**src/hdl/ppd_isqrt.sv**
```systemverilog
// pipelined integer square root, one root bit per stage (restoring form)
// no package dependency
module ppd_isqrt #(
  parameter int ROOT_W = 32
) (
  input  logic                  clk,
  input  logic                  en,
  input  logic [2*ROOT_W-1:0]   rad,
  output logic [ROOT_W-1:0]     root
);
  localparam int RW = ROOT_W + 2;

  logic [RW-1:0]       rem [ROOT_W+1];
  logic [ROOT_W-1:0]   rt  [ROOT_W+1];
  logic [2*ROOT_W-1:0] rd  [ROOT_W+1];

  assign rem[0] = '0;
  assign rt[0]  = '0;
  assign rd[0]  = rad;

  for (genvar s = 0; s < ROOT_W; s++) begin : g_step
    logic [RW+1:0] cur;
    logic [RW+1:0] trial;
    logic          ge;

    assign cur   = {rem[s], rd[s][2*ROOT_W-1 -: 2]};
    assign trial = (RW+2)'({rt[s], 2'b01});
    assign ge    = cur >= trial;

    always_ff @(posedge clk) begin
      if (en) begin
        rem[s+1] <= ge ? RW'(cur - trial) : RW'(cur);
        rt[s+1]  <= {rt[s][ROOT_W-2:0], ge};
        rd[s+1]  <= rd[s] << 2;
      end
    end
  end

  assign root = rt[ROOT_W];

endmodule

```
**config.mk**
```make
export PLATFORM = sky130hd
export DESIGN_NAME = ppd_isqrt
export DESIGN_NICKNAME = d
export VERILOG_FILES = /design/src/hdl/ppd_isqrt.sv
export SDC_FILE = /design/constraint.sdc
export NUM_CORES = 2
export LEC_CHECK = 0
export BUFFER_PORTS_ARGS = -buffer_cell sky130_fd_sc_hd__buf_2
export CAP_MARGIN = 20
export CORE_MARGIN = 2
export CORE_UTILIZATION = 45
export DETAILED_ROUTE_END_ITERATION = 10
export HOLD_SLACK_MARGIN = 0.15
export SLEW_MARGIN = 20
export SYNTH_ARGS = -nofsm -noshare
export SYNTH_HDL_FRONTEND = slang
export SYNTH_SLANG_ARGS = --single-unit
```
**constraint.sdc**
```tcl
create_clock -name clk -period 5.1 [get_ports clk]
set_input_delay 0 -clock clk [delete_from_list [all_inputs] [get_ports clk]]
set_output_delay 0 -clock clk [all_outputs]
set_load 0.005 [all_outputs]
```
==> results.cfg <==
[run_status]
status = finished clean

[yosys]
yosys_most_used_dff = edfxtp_1
synth_top_area_share_pct = 64.50
synth_nets = 9711
synth-seq-cells = 2523
synth_area_per_cell_um2 = 12.93
synth_top_area_cell = edfxtp_1
synth_async_sr_flop_share_pct = 0
synth-edff-count = 2523
ys_warn_count = 0
syn_inst = 9083
synth_area_leaders = edfxtp_1 65%, ha_1 6.0%, xnor2_1 3.7%
mappedNetlistArea_um2 = 117500
yosysUniqueCellTypes = 89
seq_area_frac_synth_pct = 64.50

[min_path]
holdCritPathClass = in -> reg
whs_path_depth = 2
worst_hold_path.endpoint = rd[1955]
min_from = en

[sta]
hold_viol = 0
setup_tns_ps = 0
min_period_ps = 4284
max_clock_freq_mhz = 233.4
period_share_pct = 84.01
fin_skew_ps = 72.07
relSlewSlack_pct = 27.29
hold_slack_ps = 271.9
slew_violations = 0
finalSetupViolations = 0
tightestPinTransition_ps = 1082
rsz0062_at_grt = false

[route]
detail_route.vias_per_cell = 5.356
firstDrtPassIters = 6
ant_nets = 0
drc = 0
routedWlPerCell_um = 18.46
vias = 70290
drt_wl_total_um = 242300
initialDrtViolationCount = 4762

[setup_path]
crit_path_max_fanout = 17
worst-endpoint-required_ps = 5690
startpoint = g_step[5].cur[7]
r2r_cells = 9
cp.arrival_ps = 4880
r2r_start = g_step[5].cur[7]
r2r-end = g_step[6].cur[12]
setup.worst_path.class = reg -> reg
worstSetupStartpointType = flop
end_kind = flop
r2r_slack_ps = 820

[clock_network]
clk_pin_slew_ps = 60
htree_levels = 5
clk_latency_ps = 860
cts_tree = yes
cts_buffers = 284
cts.root.buffer_cell = clkbuf_16
clock_sinks = 2523
cts_max_path_buffers = 4
post_cts_buffers = 0

[die]
ios = 98
core_um2 = 259700
initial_core_util_pct = 45.23
die_h_um = 514.9
die_area_um2 = 265100
num_rows = 187
die_x_um = 514.9

[power]
ir_worst_vdd_mv = 0.3006
p_leak_uw = 0.05074
p_per_area_nw_per_um2 = 451.9

[final_layout]
final.fill_count = 22090
finish.utilization_pct = 51.18
synthToLayoutAreaGrowth_pct = 13.16
drive_gt1_share_pct = 7.904
nNetsFinal = 10130

[place]
io_buffers = 97
finalWeightedCongestion = 0.8938
hpwlAfterDp_um = 173900

[global_routing]
grt_pass1_vias = 69720
grt_pass1_wl_um = 383800
antenna_found_initial = 5
track_usage_pct = 18.09
overflow = 0
grt_max_degree = 178

[flow_run]
drv_cap = 0
==> logic make-up (layout without fill, tap and decap cells) <==
kind of cell / Yosys count / in the layout / share of synthesized area, %
flops: 2523 / 2523 / 64.50
fa+ha+maj: 562 / 562 / 5.987
simple gates: 2361 / 2361 / 9.973
mux: 73 / 73 / 0.6903
xor+xnor: 858 / 858 / 6.398
buf+inv: 881 / 1515 / 2.823
other cells: 1 / 4 / 0.003193
compound gates: 1824 / 1824 / 9.625
==> state kept, by name, indices dropped and copies added, names as in the netlist <==
name and count:
rd 930, root 32, g_step.cur 1065, g_step.trial 496
==> power breakdown <==
part | internal (µW) | switching (µW) | total [µW]
Sequential | 26300 | 1770 | 28000
Clock | 11900 | 8120 | 20000
Combinational | 5100 | 6940 | 12000
==> cell usage in the layout (no fill, tap or decap), types with 20 or more instances in the layout <==
master / synthesis / layout
edfxtp_1: 2523 / 2523
inv_1: 701 / 701
nand2_1: 600 / 600
a21oi_1: 596 / 594
nor2_1: 590 / 589
ha_1: 562 / 562
xnor2_1: 498 / 498
o21ai_0: 443 / 442
xor2_1: 360 / 360
clkbuf_16: 0 / 290
a21o_1: 264 / 264
nor3_1: 186 / 184
nand3_1: 160 / 160
dlygate4sd3_1: 0 / 130
nand2b_1: 121 / 121
nor4_1: 111 / 110
o21a_1: 105 / 105
nand4_1: 100 / 100
buf_2: 1 / 96
or3_1: 90 / 90
nor2b_1: 75 / 75
buf_4: 0 / 74
mux2_2: 64 / 64
and3_1: 61 / 61
or2_2: 60 / 60
o31ai_1: 53 / 52
clkinv_2: 0 / 51
or4_1: 50 / 50
a31oi_1: 49 / 48
clkinv_1: 0 / 46
clkbuf_1: 164 / 42
nand3b_1: 41 / 41
o21bai_1: 41 / 41
a211oi_1: 39 / 39
bufinv_16: 0 / 28
and2_1: 27 / 27
o211ai_1: 26 / 26
a21boi_0: 20 / 20
==> cell type report <==
| type | instances | area [µm²] | share of cell area (%) |
|---|---|---|---|
| Sequential cell | 2523 | 75760 | 57.00 |
| Multi-Input combinational cell | 5679 | 38470 | 28.94 |
| Clock buffer | 332 | 7415 | 5.578 |
| Tap cell | 3402 | 4257 | 3.202 |
| Timing Repair Buffer | 316 | 2658 | 1.999 |
| Inverter | 702 | 2635 | 1.982 |
| Clock inverter | 165 | 1718 | 1.292 |
| Antenna cell | 3 | 7.507 | 0.005648 |
==> cells in the mapped netlist (13+ instances only) <==
cell          n
a211o_1      15
a211oi_1     39
a21boi_0     20
a21o_1      264
a21oi_1     596
a31oi_1      49
and2_1       27
and3_1       61
buf_1        13
clkbuf_1    164
edfxtp_1   2523
ha_1        562
inv_1       701
mux2_2       64
nand2_1     600
nand2b_1    121
nand3_1     160
nand3b_1     41
nand4_1     100
nand4b_1     19
nor2_1      590
nor2b_1      75
nor3_1      186
nor3b_1      19
nor4_1      111
nor4b_1      13
o2111ai_1    19
o211ai_1     26
o21a_1      105
o21ai_0     443
o21bai_1     41
o31ai_1      53
or2_2        60
or3_1        90
or4_1        50
xnor2_1     498
xor2_1      360
==> metrics by stage <==
stage / setup slack, ps / std cells / instance area (µm²) / power [µW]
CTS: 819.1 / 13120 / 132900 / 60760
finish: 815.6 / 13120 / 132900 / 60070
detailed placement: 830.9 / 12490 / 122500 / 40390
global route: 606.7 / 13120 / 132900 / 63200
floorplan: 1248 / 9083 / 117500 / 36510
global placement: 759.5 / 12490 / 122500 / 40220
==> worst max-delay path by stage <==
stage	slack, ps	to	depth (start not counted)
global placement	760	g_step[6].cur[12]	9
floorplan	1250	g_step[6].cur[33]	12
CTS	820	g_step[6].cur[12]	9
detailed placement	830	g_step[6].cur[12]	9
finish	820	g_step[6].cur[12]	9
global route	610	g_step[10].cur[35]	10
==> metal layers <==
layer / routed length, µm / up-vias / part of all wire (%) / GRT usage [%]
met5: 0 / - / 0 / 0
met4: 8970 / 0 / 3.7 / 6.752
met3: 8042 / 489 / 3.3 / 2.062
met2: 120400 / 1311 / 50 / 31.72
met1: 104800 / 34090 / 43 / 22.96
li1: - / 34390 / - / -
==> critical path: stages (launching register included) <==
cell and delay (ps):
edfxtp_1 460, or4_4 580, or3_4 360, or4_4 430, or3_1 360, or3_4 370
or4b_1 820, nand2_1 370, nor4_1 110, xor2_1 150
==> repair_timing <==
action / in CTS / in global routing
gates resized for setup: 0 / 0
hold buffers: 130 / 0
hold endpoints to repair: 615 / 0
Power figures use the tool's default switching activity.
